--- src/hw/rtl/stereo_echo_fir_feedback_defines.svh ---
// ----------------------------------------------------------------------------
// stereo echo assertion macros
// clocked assertion wrappers, compiled out when NO_ASSERTIONS is set
// ----------------------------------------------------------------------------
`ifndef STEREO_ECHO_FIR_FEEDBACK_DEFINES_SVH
`define STEREO_ECHO_FIR_FEEDBACK_DEFINES_SVH

`ifndef NO_ASSERTIONS

`define SEFB_ASSERT_IMP(lbl, ante, cons, msg) \
   lbl: assert property (@(posedge clock) disable iff (reset) (ante) |-> (cons)) \
      else $error(msg);

`define SEFB_ASSERT_NXT(lbl, ante, cons, msg) \
   lbl: assert property (@(posedge clock) disable iff (reset) (ante) |=> (cons)) \
      else $error(msg);

`else

`define SEFB_ASSERT_IMP(lbl, ante, cons, msg)

`define SEFB_ASSERT_NXT(lbl, ante, cons, msg)

`endif

`endif

--- src/hw/rtl/sefb_pkg.sv ---
`timescale 1ns / 1ps
// ----------------------------------------------------------------------------
// sefb_pkg
// shared types, widths and the saturating mix helper of the stereo echo
// ----------------------------------------------------------------------------
package sefb_pkg;

   localparam int SAMPLE_W  = 16;
   localparam int COEF_W    = 8;
   localparam int GAIN_W    = 8;
   localparam int TAPS      = 8;
   localparam int TAP_IDX_W = 3;
   localparam int TAP_BUS_W = TAPS * COEF_W;
   localparam int FIR_W     = SAMPLE_W + COEF_W + TAP_IDX_W;
   localparam int PROD_W    = FIR_W + GAIN_W;
   localparam int FRAC_BITS = 14;
   localparam int SUM_W     = PROD_W - FRAC_BITS + 1;

   typedef enum logic [2:0] {
      CSR_DELAY,
      CSR_FEEDBACK,
      CSR_MIX_LEFT,
      CSR_MIX_RIGHT,
      CSR_TAPS_LOW,
      CSR_TAPS_HIGH
   } csr_index_type;

   typedef enum logic [2:0] {
      ST_IDLE,
      ST_LOAD,
      ST_MAC,
      ST_SCALE,
      ST_FINAL
   } state_type;

   typedef struct packed {
      logic                 push;
      logic                 clear;
      logic                 mac;
      logic [TAP_IDX_W-1:0] tap;
   } lane_ctrl_type;

   function automatic logic signed [SAMPLE_W-1:0] mix_sat(
      input logic signed [SAMPLE_W-1:0] x,
      input logic signed [PROD_W-1:0]   p
   );
      logic signed [PROD_W-1:0] shifted;
      logic signed [SUM_W-1:0]  s;
      logic signed [SAMPLE_W-1:0] r;
      shifted = p >>> FRAC_BITS;
      s = SUM_W'(x) + SUM_W'(shifted);
      if (!s[SUM_W-1] && (|s[SUM_W-2:SAMPLE_W-1])) begin
         r = {1'b0, {(SAMPLE_W-1){1'b1}}};
      end else if (s[SUM_W-1] && !(&s[SUM_W-2:SAMPLE_W-1])) begin
         r = {1'b1, {(SAMPLE_W-1){1'b0}}};
      end else begin
         r = s[SAMPLE_W-1:0];
      end
      return r;
   endfunction

endpackage

--- src/hw/rtl/sefb_lane.sv ---
`timescale 1ns / 1ps
// ----------------------------------------------------------------------------
// sefb_lane
// one channel of the echo filter: 8-deep sample history and a serial
// multiply-accumulate that walks the taps one per cycle
// ----------------------------------------------------------------------------
module sefb_lane
   import sefb_pkg::*;
(
   input  logic                       clock,
   input  logic                       reset,
   input  lane_ctrl_type              ctrl,
   input  logic signed [SAMPLE_W-1:0] sample,
   input  logic [TAP_BUS_W-1:0]       taps,
   output logic signed [FIR_W-1:0]    fir
);

   logic signed [SAMPLE_W-1:0]        hist_ff [TAPS];
   logic signed [FIR_W-1:0]           acc_ff;
   logic signed [FIR_W-1:0]           acc_in;
   logic [TAP_IDX_W-1:0]              coef_idx;
   logic signed [COEF_W-1:0]          coef;
   logic signed [SAMPLE_W+COEF_W-1:0] prod;

   // newest sample takes the highest coefficient
   assign coef_idx = ~ctrl.tap;
   assign coef     = signed'(taps[{coef_idx, 3'b000} +: COEF_W]);
   assign prod     = hist_ff[ctrl.tap] * coef;

   always_ff @(posedge clock) begin
      if (reset) begin
         for (int i = 0; i < TAPS; i++) begin
            hist_ff[i] <= '0;
         end
      end else if (ctrl.push) begin
         hist_ff[0] <= sample;
         for (int i = 1; i < TAPS; i++) begin
            hist_ff[i] <= hist_ff[i-1];
         end
      end
   end

   always_comb begin
      acc_in = acc_ff;
      if (ctrl.clear) begin
         acc_in = '0;
      end else if (ctrl.mac) begin
         acc_in = acc_ff + FIR_W'(prod);
      end
   end

   always_ff @(posedge clock) begin
      acc_ff <= acc_in;
   end

   assign fir = acc_ff;

endmodule

--- config.mk ---
export PLATFORM = sky130hd
export DESIGN_NAME = sefb_lane
export DESIGN_NICKNAME = d
export VERILOG_FILES = /design/src/hw/rtl/stereo_echo_fir_feedback_defines.svh /design/src/hw/rtl/sefb_pkg.sv /design/src/hw/rtl/sefb_lane.sv
export SDC_FILE = /design/constraint.sdc
export NUM_CORES = 1
export LEC_CHECK = 0
export BUFFER_PORTS_ARGS = -buffer_cell sky130_fd_sc_hd__buf_2
export CAP_MARGIN = 20
export CORE_MARGIN = 3
export CORE_UTILIZATION = 61
export DETAILED_ROUTE_END_ITERATION = 7
export GPL_TIMING_DRIVEN = 0
export HOLD_SLACK_MARGIN = 0.08
export PLACE_DENSITY = 0.89
export SYNTH_ARGS = -nofsm -noshare
export SYNTH_HDL_FRONTEND = slang
export SYNTH_SLANG_ARGS = --single-unit
export TNS_END_PERCENT = 20
--- constraint.sdc ---
create_clock -name clock -period 9.27 [get_ports clock]
set_clock_uncertainty 0.15 [all_clocks]
set_input_delay 1.854 -clock clock [delete_from_list [all_inputs] [get_ports clock]]
set_output_delay 1.854 -clock clock [all_outputs]
set_load 0.05 [all_outputs]
==> results by group <==
CTS
  • Reg clk slew, reported paths: 0.07 ns
  • CTS Buf Count: 17
  • H-Tree Depth: 4
  • Clock root cell: clkbuf_16
  • TritonCTS clock tree: built
  • Hold Buf Count CTS: 0
  • CTS Sinks: 155
  • Post-CTS Resized: 0
  • Post-CTS setup buffer count: 0
  • Worst-Skew Late Latency: 0.43 ns
  • Buffer depth of the longest clock path: 2

Worst setup path
  • CP Class: in -> reg
  • Worst Path Required: 9.47 ns
  • Nature of the critical path startpoint: input port
  • Worst path slowest cell: mux2i_1
  • Worst stage delay on the critical path: 0.80 ns
  • CP max FO: 10
  • Setup crit end kind: register
  • CP arrival: 8.89 ns
  • Critical path cell sequence: clkbuf_1 > buf_2 > mux2i_1 > clkbuf_1 > nor2_1 > fa_1 > inv_1 > fa_1 > inv_1 > fa_1 > fa_1 > fa_1 > ha_1 > o211ai_1 > a21oi_1 > o211ai_1 > o211ai_1 > a21oi_1 > or3_1 > a311oi_1
  • Most frequent CP cell: fa_1

Global routing
  • First-pass GRT wire length: 47600 um
  • Vias in the first global route: 9153
  • Initial antenna violation count: 0
  • GRT overflow: 0
  • Overall Global Routing Usage: 0.281
  • Largest net degree at the start of global routing: 66

Placed design
  • Worst slack at placement: 0.337 ns
  • Post-DP HPWL: 22900 um
  • Routability cong.: 0.959
  • Port-buffer cells: 111

Floorplanning
  • Initial core utilization: 0.631
  • Core area: 19800 um^2
  • Die width: 149 um
  • Die H: 149 um
  • Die ar.: 22200 um^2
  • Number of I/O pins: 115
  • Cell Rows: 51

Timing
  • Final setup viols: 0
  • Final worst path period need: 8.69 ns
  • Worst slew pin tran: 0.983 ns
  • WHS: 0.355 ns
  • Final period util: 0.937
  • Worst slew margin: 0.326
  • Final-report hold violation count: 0
  • Max Clock Freq: 115 MHz
  • Max-slew violation count: 0
  • Final setup margin: 0.581 ns
  • RSZ-0062 raised after global routing: no
  • TNS Setup: 0 ns

Yosys
  • Netlist cell types: 58
  • Synthesized instance count: 1036
  • Number of flops mapped to enable cells by yosys: 128
  • Async S/R FF share, synth: 0
  • Post-Syn Area: 12500 um^2
  • Synth area leader: edfxtp_1
  • Syn Area/Cell: 12.1 um^2
  • Post-synth top cells: fa_1, edfxtp_1, nor2_1, inv_1, and2_1
  • Synth Flop Type: edfxtp_1
  • Top-area cell type share of the netlist area: 0.308
  • Count leader, synth: fa_1
  • FF+latch count, synth: 155
  • Syn Nets: 1324
  • Total of warnings raised by yosys: 0
  • Synth top area cells: edfxtp_1, fa_1, mux4_2, ha_1, and2_1
  • Post-synthesis sequential area ratio: 0.351

Pwr
  • Max rail drop VDD: 0.226 mV
  • Pleak: 6.41 nW
  • Pwr Density: 373 nW/um^2

Drt
  • ANT nets after route: 0
  • Final wirelength: 29800 um
  • Via count: 8633
  • Iteration-0 DRC Markers: 786
  • DRT Pass-1 Iters: 8
  • Vias per cell: 5.97
  • WL/cell: 20.6 um
  • DRC viols: 0

Hold path
  • Worst hold path class: reg -> reg

Outcome
  • Status: complete, no violations

Job
  • Max-cap violations: 0

Finish
  • Area grow syn2layout: 12.1%
  • Share of cells above drive strength 1: 0.194
  • Antenna Cells: 0
  • Nets: 1457
## cell families after synthesis
| family | Yosys count | share of synthesized area |
|---|---|---|
| flops | 155 | 0.351 |
| compound gates | 68 | 0.0390 |
| xor+xnor | 21 | 0.0147 |
| simple gates | 347 | 0.143 |
| fa+ha+maj | 200 | 0.284 |
| mux | 87 | 0.118 |
| buf+inv | 158 | 0.0496 |
## registers in the layout, summed over array words and instances, names as in the netlist
| name | flops |
|---|---|
| hist_ff | 128 |
| fir | 27 |
## final timing paths
kind,start,end,slack [ns],cells past startpoint
worst max-delay path,ctrl[2],fir[24],0.58,20
worst min-delay path,fir[14],fir[14],0.35,2
worst max register to register,hist_ff[6][15],fir[23],2.60,17
worst min register to register,fir[14],fir[14],0.35,2
## report_power, final
part | internal [W] | switching [W] | leakage [nW] | total [W]
clock | 0.000403 | 0.000312 | 0.282 | 0.000715
combinational | 0.00152 | 0.00209 | 4.50 | 0.00361
sequential | 0.000842 | 0.0000572 | 1.63 | 0.000899
total | 0.00276 | 0.00246 | 6.41 | 0.00522
## metal layers
metal,up-vias,global-route usage,part of all wire
met5,-,0,0
met4,0,0.109,0.034
met3,90,0.0641,0.083
met2,475,0.473,0.50
met1,4318,0.357,0.38
li1,3750,-,-
## cell usage in the layout, fill, tap and decap left out, types with 3 or more instances in the layout
master	n
o211ai_1	3
clkbuf_1	27
nand2b_1	18
dfxtp_1	27
nor3b_1	3
xnor2_1	18
a21oi_1	19
o21ai_0	12
mux4_2	48
fa_1	140
inv_6	5
a211oi_1	3
buf_1	3
ha_1	60
nand2_1	30
or2_2	6
inv_1	115
nand3b_1	3
buf_4	3
mux2i_1	37
xor2_1	3
a21o_1	7
nand3_1	6
and2_1	96
edfxtp_1	128
clkbuf_16	17
o221ai_1	3
nor2_1	128
or3_1	3
buf_2	123
nor2b_1	40
## critical path, delay by kind of cell
| family | cells | cell delay (ns) |
|---|---|---|
| fa+ha+maj | 6 | 2.89 |
| buf+inv | 5 | 1.52 |
| compound gates | 6 | 1.34 |
| mux | 1 | 0.80 |
| simple gates | 2 | 0.49 |
## area by class of cell
| type | count | area, um^2 |
|---|---|---|
| repair buffers | 114 | 598 |
| inverters | 115 | 432 |
| clock buffers | 18 | 429 |
| fillers | 1320 | 5770 |
| well taps | 265 | 332 |
| plain buffers | 43 | 188 |
| flip-flops and latches | 155 | 4380 |
| clock inverters | 13 | 155 |
| multi-input cells | 723 | 7490 |
## per-stage QoR
stage / power [W] / instances / util / cell area (um^2)
2_1_floorplan: 0.00365 / 1036 / - / 12500
3_3_place_gp: 0.00422 / 1412 / 0.676 / 13400
3_5_place_dp: 0.00441 / 1414 / 0.678 / 13400
4_1_cts: 0.00516 / 1445 / 0.708 / 14000
5_1_grt: 0.00568 / 1446 / 0.708 / 14000
6_report: 0.00522 / 1446 / 0.708 / 14000
(Power assumes the default switching activity.)
