## config.mk

```make
export PLATFORM = sky130hd
export DESIGN_NAME = sefb_merge
export DESIGN_NICKNAME = d
export VERILOG_FILES = /design/src/hw/rtl/stereo_echo_fir_feedback_defines.svh /design/src/hw/rtl/sefb_pkg.sv /design/src/hw/rtl/sefb_merge.sv
export SDC_FILE = /design/constraint.sdc
export NUM_CORES = 2
export LEC_CHECK = 0
export BUFFER_PORTS_ARGS = -buffer_cell sky130_fd_sc_hd__clkbuf_2
export CAP_MARGIN = 20
export CORE_AREA = 2 2 358 183
export CTS_BUF_LIST = sky130_fd_sc_hd__clkbuf_4 sky130_fd_sc_hd__clkbuf_8 sky130_fd_sc_hd__clkbuf_16
export DETAILED_ROUTE_END_ITERATION = 8
export DIE_AREA = 0 0 360 185
export MAX_ROUTING_LAYER = met4
export PLACE_DENSITY = 0.75
export SETUP_SLACK_MARGIN = 0.15
export SYNTH_ARGS = -nofsm -noshare
export SYNTH_HDL_FRONTEND = slang
export SYNTH_SLANG_ARGS = --single-unit
```

## constraint.sdc

```tcl
create_clock -name clock -period 8.1 [get_ports clock]
set_input_delay 0.81 -clock clock [delete_from_list [all_inputs] [get_ports clock]]
set_output_delay 0.81 -clock clock [all_outputs]
set_load 0.005 [all_outputs]
```

## src/hw/rtl/stereo_echo_fir_feedback_defines.svh

```systemverilog
// ----------------------------------------------------------------------------
// stereo echo assertion macros
// clocked assertion wrappers, compiled out when NO_ASSERTIONS is set
// ----------------------------------------------------------------------------
`ifndef STEREO_ECHO_FIR_FEEDBACK_DEFINES_SVH
`define STEREO_ECHO_FIR_FEEDBACK_DEFINES_SVH

`ifndef NO_ASSERTIONS

`define SEFB_ASSERT_IMP(lbl, ante, cons, msg) \
   lbl: assert property (@(posedge clock) disable iff (reset) (ante) |-> (cons)) \
      else $error(msg);

`define SEFB_ASSERT_NXT(lbl, ante, cons, msg) \
   lbl: assert property (@(posedge clock) disable iff (reset) (ante) |=> (cons)) \
      else $error(msg);

`else

`define SEFB_ASSERT_IMP(lbl, ante, cons, msg)

`define SEFB_ASSERT_NXT(lbl, ante, cons, msg)

`endif

`endif

```

## src/hw/rtl/sefb_pkg.sv

```systemverilog
`timescale 1ns / 1ps
// ----------------------------------------------------------------------------
// sefb_pkg
// shared types, widths and the saturating mix helper of the stereo echo
// ----------------------------------------------------------------------------
package sefb_pkg;

   localparam int SAMPLE_W  = 16;
   localparam int COEF_W    = 8;
   localparam int GAIN_W    = 8;
   localparam int TAPS      = 8;
   localparam int TAP_IDX_W = 3;
   localparam int TAP_BUS_W = TAPS * COEF_W;
   localparam int FIR_W     = SAMPLE_W + COEF_W + TAP_IDX_W;
   localparam int PROD_W    = FIR_W + GAIN_W;
   localparam int FRAC_BITS = 14;
   localparam int SUM_W     = PROD_W - FRAC_BITS + 1;

   typedef enum logic [2:0] {
      CSR_DELAY,
      CSR_FEEDBACK,
      CSR_MIX_LEFT,
      CSR_MIX_RIGHT,
      CSR_TAPS_LOW,
      CSR_TAPS_HIGH
   } csr_index_type;

   typedef enum logic [2:0] {
      ST_IDLE,
      ST_LOAD,
      ST_MAC,
      ST_SCALE,
      ST_FINAL
   } state_type;

   typedef struct packed {
      logic                 push;
      logic                 clear;
      logic                 mac;
      logic [TAP_IDX_W-1:0] tap;
   } lane_ctrl_type;

   function automatic logic signed [SAMPLE_W-1:0] mix_sat(
      input logic signed [SAMPLE_W-1:0] x,
      input logic signed [PROD_W-1:0]   p
   );
      logic signed [PROD_W-1:0] shifted;
      logic signed [SUM_W-1:0]  s;
      logic signed [SAMPLE_W-1:0] r;
      shifted = p >>> FRAC_BITS;
      s = SUM_W'(x) + SUM_W'(shifted);
      if (!s[SUM_W-1] && (|s[SUM_W-2:SAMPLE_W-1])) begin
         r = {1'b0, {(SAMPLE_W-1){1'b1}}};
      end else if (s[SUM_W-1] && !(&s[SUM_W-2:SAMPLE_W-1])) begin
         r = {1'b1, {(SAMPLE_W-1){1'b0}}};
      end else begin
         r = s[SAMPLE_W-1:0];
      end
      return r;
   endfunction

endpackage

```

## src/hw/rtl/sefb_merge.sv

```systemverilog
`timescale 1ns / 1ps
// ----------------------------------------------------------------------------
// sefb_merge
// combines the two lane sums: feedback and mix gains, shift and saturation
// ----------------------------------------------------------------------------
module sefb_merge
   import sefb_pkg::*;
(
   input  logic                       clock,
   input  logic                       scale_en,
   input  logic signed [FIR_W-1:0]    fir_left,
   input  logic signed [FIR_W-1:0]    fir_right,
   input  logic signed [GAIN_W-1:0]   feedback_gain,
   input  logic signed [GAIN_W-1:0]   mix_gain_left,
   input  logic signed [GAIN_W-1:0]   mix_gain_right,
   input  logic signed [SAMPLE_W-1:0] x_left,
   input  logic signed [SAMPLE_W-1:0] x_right,
   output logic signed [SAMPLE_W-1:0] echo_left,
   output logic signed [SAMPLE_W-1:0] echo_right,
   output logic signed [SAMPLE_W-1:0] mix_left,
   output logic signed [SAMPLE_W-1:0] mix_right
);

   logic signed [PROD_W-1:0] fb_l_ff;
   logic signed [PROD_W-1:0] fb_r_ff;
   logic signed [PROD_W-1:0] mx_l_ff;
   logic signed [PROD_W-1:0] mx_r_ff;

   always_ff @(posedge clock) begin
      if (scale_en) begin
         fb_l_ff <= PROD_W'(fir_left)  * PROD_W'(feedback_gain);
         fb_r_ff <= PROD_W'(fir_right) * PROD_W'(feedback_gain);
         mx_l_ff <= PROD_W'(fir_left)  * PROD_W'(mix_gain_left);
         mx_r_ff <= PROD_W'(fir_right) * PROD_W'(mix_gain_right);
      end
   end

   assign echo_left  = mix_sat(x_left,  fb_l_ff);
   assign echo_right = mix_sat(x_right, fb_r_ff);
   assign mix_left   = mix_sat(x_left,  mx_l_ff);
   assign mix_right  = mix_sat(x_right, mx_r_ff);

endmodule

```

==> impl_metrics.env <==
export IMPL_status="finished, final reports clean"
export IMPL_path_common_cell="fa_1"
export IMPL_yosysUniqueCellTypes=71
export IMPL_drtIter0Drc=1622
export IMPL_slew_viol_final=0
export IMPL_fmax_mhz=148
export IMPL_hold_class="in2reg"
export IMPL_min_to="mx_r_ff[31]"
export IMPL_cts_resized=0
export IMPL_final_common_cell="inv_1"
export IMPL_die_x_um=360
export IMPL_grt_setup_unrepaired="false"
export IMPL_grt_max_degree=52
export IMPL_seq_power_share_pct=10.6
export IMPL_cts_made_buffers=9
export IMPL_critPathCaptureType="register"
export IMPL_path_clk_slew_ps=70
export IMPL_tightest_slew_ps=1080
export IMPL_dr_pass1_iters=5
export IMPL_synth_top_area_share_pct=38.9
export IMPL_critical_path_slowest_cell="o311ai_0"
export IMPL_yosys_warnings=0
export IMPL_finish_utilization_pct=57.0
export IMPL_ys_seq_area_share_pct=7.30
export IMPL_viasPerCell=5.29
export IMPL_worstPathCellList="clkbuf_2 -> inv_1 -> nor2_1 -> fa_1 -> fa_1 -> fa_1 -> fa_1 -> ha_1 -> a21o_1 -> a21o_1 -> a21oi_1 -> a31oi_1 -> o311ai_0 -> o21ai_0 -> buf_4 -> a41oi_1 -> a21boi_0 -> o21ai_0 -> a21oi_1"
export IMPL_grt_pass1_vias=25700
export IMPL_clock_sinks=84
export IMPL_hold_start="scale_en"
export IMPL_pwr_share_clk_pct=3.5
export IMPL_cp_max_fo=13
export IMPL_synth_area_mm2=0.0346
export IMPL_cts_hold_buf=0
export IMPL_ys_flop_type="edfxtp_1"
export IMPL_nets=5038
export IMPL_synth_area_leaders="fa_1 39%, ha_1 12%, and2_1 12%"
export IMPL_ios=176
export IMPL_worstPathRequired_ps=8220
export IMPL_cellLeakagePower_nw=18.3
export IMPL_p_switching_mw=5.71
export IMPL_area_growth_pct=5.29
export IMPL_slew_headroom_pct=27.8
export IMPL_grt_pass1_wl_um=135000
export IMPL_num_rows=66
export IMPL_start_util_pct=54.1
export IMPL_synth_edff_count=84
export IMPL_setup_violations_final=0
export IMPL_drive_gt1_share_pct=6.06
export IMPL_synth_area_per_cell_um2=8.99
export IMPL_layout_common_cells="873 x inv_1, 672 x fa_1, 644 x and2_1, 344 x ha_1, 183 x nor2_1"
export IMPL_drt_wl_total_um=80500
export IMPL_min_path_cells=1
export IMPL_post_dp_hpwl_um=64800
export IMPL_synth_top_area_cell="fa_1"
export IMPL_drc=0
export IMPL_placed_cells=4749
export IMPL_grt_overflow_total=0
export IMPL_dp_slack_ps=1150
export IMPL_synth_nets=4970
export IMPL_tritoncts="done"
export IMPL_synth_seq_cells=84
export IMPL_dr_total_vias=25200
export IMPL_cts_setup_buffers=0
export IMPL_crit_type="in2reg"
export IMPL_maxCapViolCount=0
export IMPL_internal_power_mw=5.37
export IMPL_combPwrFrac_pct=85.8
export IMPL_cpPeakStageDelay_ps=620
export IMPL_antenna_found_initial=3
export IMPL_portBuffers=175
export IMPL_gp_congestion=0.922
export IMPL_dieArea_mm2=0.0666
export IMPL_swShare_pct=51.5
export IMPL_peakVddDrop_mv=0.151
export IMPL_tns_ps=0
export IMPL_ant_nets=0
export IMPL_netlist_instances=3842
export IMPL_synth_async_reset_ratio_pct=0
export IMPL_worstPathArrival_ps=6870
export IMPL_cp_start_kind="primary input"
export IMPL_die_h_um=185
export IMPL_hold_viol=0
export IMPL_root_buffer="clkbuf_16"
export IMPL_post_route_min_period_ps=6750
export IMPL_clock_path_buffers=2
export IMPL_finalNonFillerCells=4767
export IMPL_grt_usage_pct=26.2
export IMPL_cellPowerDensity_mw_per_mm2=304
export IMPL_cts_htree_levels=3
export IMPL_wl_per_cell_um=16.9
export IMPL_setup_ws_ps=1350
export IMPL_finalCritPeriodShare_pct=83.4
export IMPL_core_area_mm2=0.0638
critical path: cells and delay by family:
family                   cells  cell delay, ps
buffers and inverters        3             990
adder cells (fa/ha/maj)      5            2200
AND/OR/NAND/NOR              1             120
AO/OA/AOI/OAI               10            2730
cell type report:
| type | count | area (um^2) |
|---|---|---|
| Clock buffer | 10 | 233 |
| Tap cell | 850 | 1060 |
| Timing Repair Buffer | 197 | 1040 |
| Fill cell | 5705 | 27500 |
| Inverter | 874 | 3280 |
| Multi-Input combinational cell | 2744 | 28200 |
| Sequential cell | 84 | 2520 |
| Clock inverter | 5 | 20.0 |
| Antenna cell | 3 | 7.51 |
kinds of logic after synthesis:
| family | share of synthesized area [%] |
|---|---|
| flops | 7.30 |
| mux | 0.0290 |
| compound gates | 8.17 |
| xor+xnor | 4.01 |
| buf+inv | 11.1 |
| simple gates | 18.0 |
| fa+ha+maj | 51.4 |
stage by stage:
stage               hold slack, ps  power, mW  area [um^2]
floorplan                      922       8.24        34600
global placement              1300       10.3        36100
detailed placement            1300       10.6        36100
CTS                            901       11.1        36400
global route                   919       12.4        36400
finish                         911       11.1        36400
power by group through the flow:
stage          sequential, mW  clock (mW)  combinational, mW
5_1_grt                  1.20       0.411               10.8
2_1_floorplan            1.14           0               7.10
3_5_place_dp             1.19           0               9.40
4_1_cts                  1.18       0.397               9.48
3_3_place_gp             1.19           0               9.13
6_report                 1.18       0.391               9.51
routing by layer:
layer  share of wire [%]  vias to the layer above  GRT usage, %
met5                   0                        -             -
met4                0.89                        0          3.53
met3                 7.3                       48          4.49
met2                  41                      755          36.2
met1                  51                    12600          40.8
li1                    -                    11800             -
registers in the layout, indices dropped and copies added (netlist names):
name,count
fb_r_ff,21
mx_r_ff,21
fb_l_ff,21
mx_l_ff,21
Yosys cell counts, drive strengths merged (7+ instances only):
master,count
xor2,48
o31ai,11
and2,644
a21oi,110
or3,7
nand2,146
o211ai,9
o21ai,121
ha,344
nand4,14
nor2b,19
buf,7
a21o,61
a41oi,7
inv,874
edfxtp,84
nor3,37
a211oi,12
nor2,183
o21bai,18
nand2b,30
xnor2,110
fa,672
a31oi,11
o21a,26
and3,17
nand3,21
clkbuf,133
how the worst max path moves through the flow:
stage	startpoint	end	slack (ps)	cells after the start
2_1_floorplan	feedback_gain[7]	fb_r_ff[34]	2100	20
3_3_place_gp	feedback_gain[3]	fb_r_ff[34]	1250	18
3_5_place_dp	feedback_gain[3]	fb_r_ff[34]	1150	18
4_1_cts	feedback_gain[3]	fb_r_ff[34]	1520	18
5_1_grt	feedback_gain[0]	fb_r_ff[34]	1140	18
6_report	mix_gain_right[7]	mx_r_ff[33]	1350	19
Power figures use the tool's default switching activity.
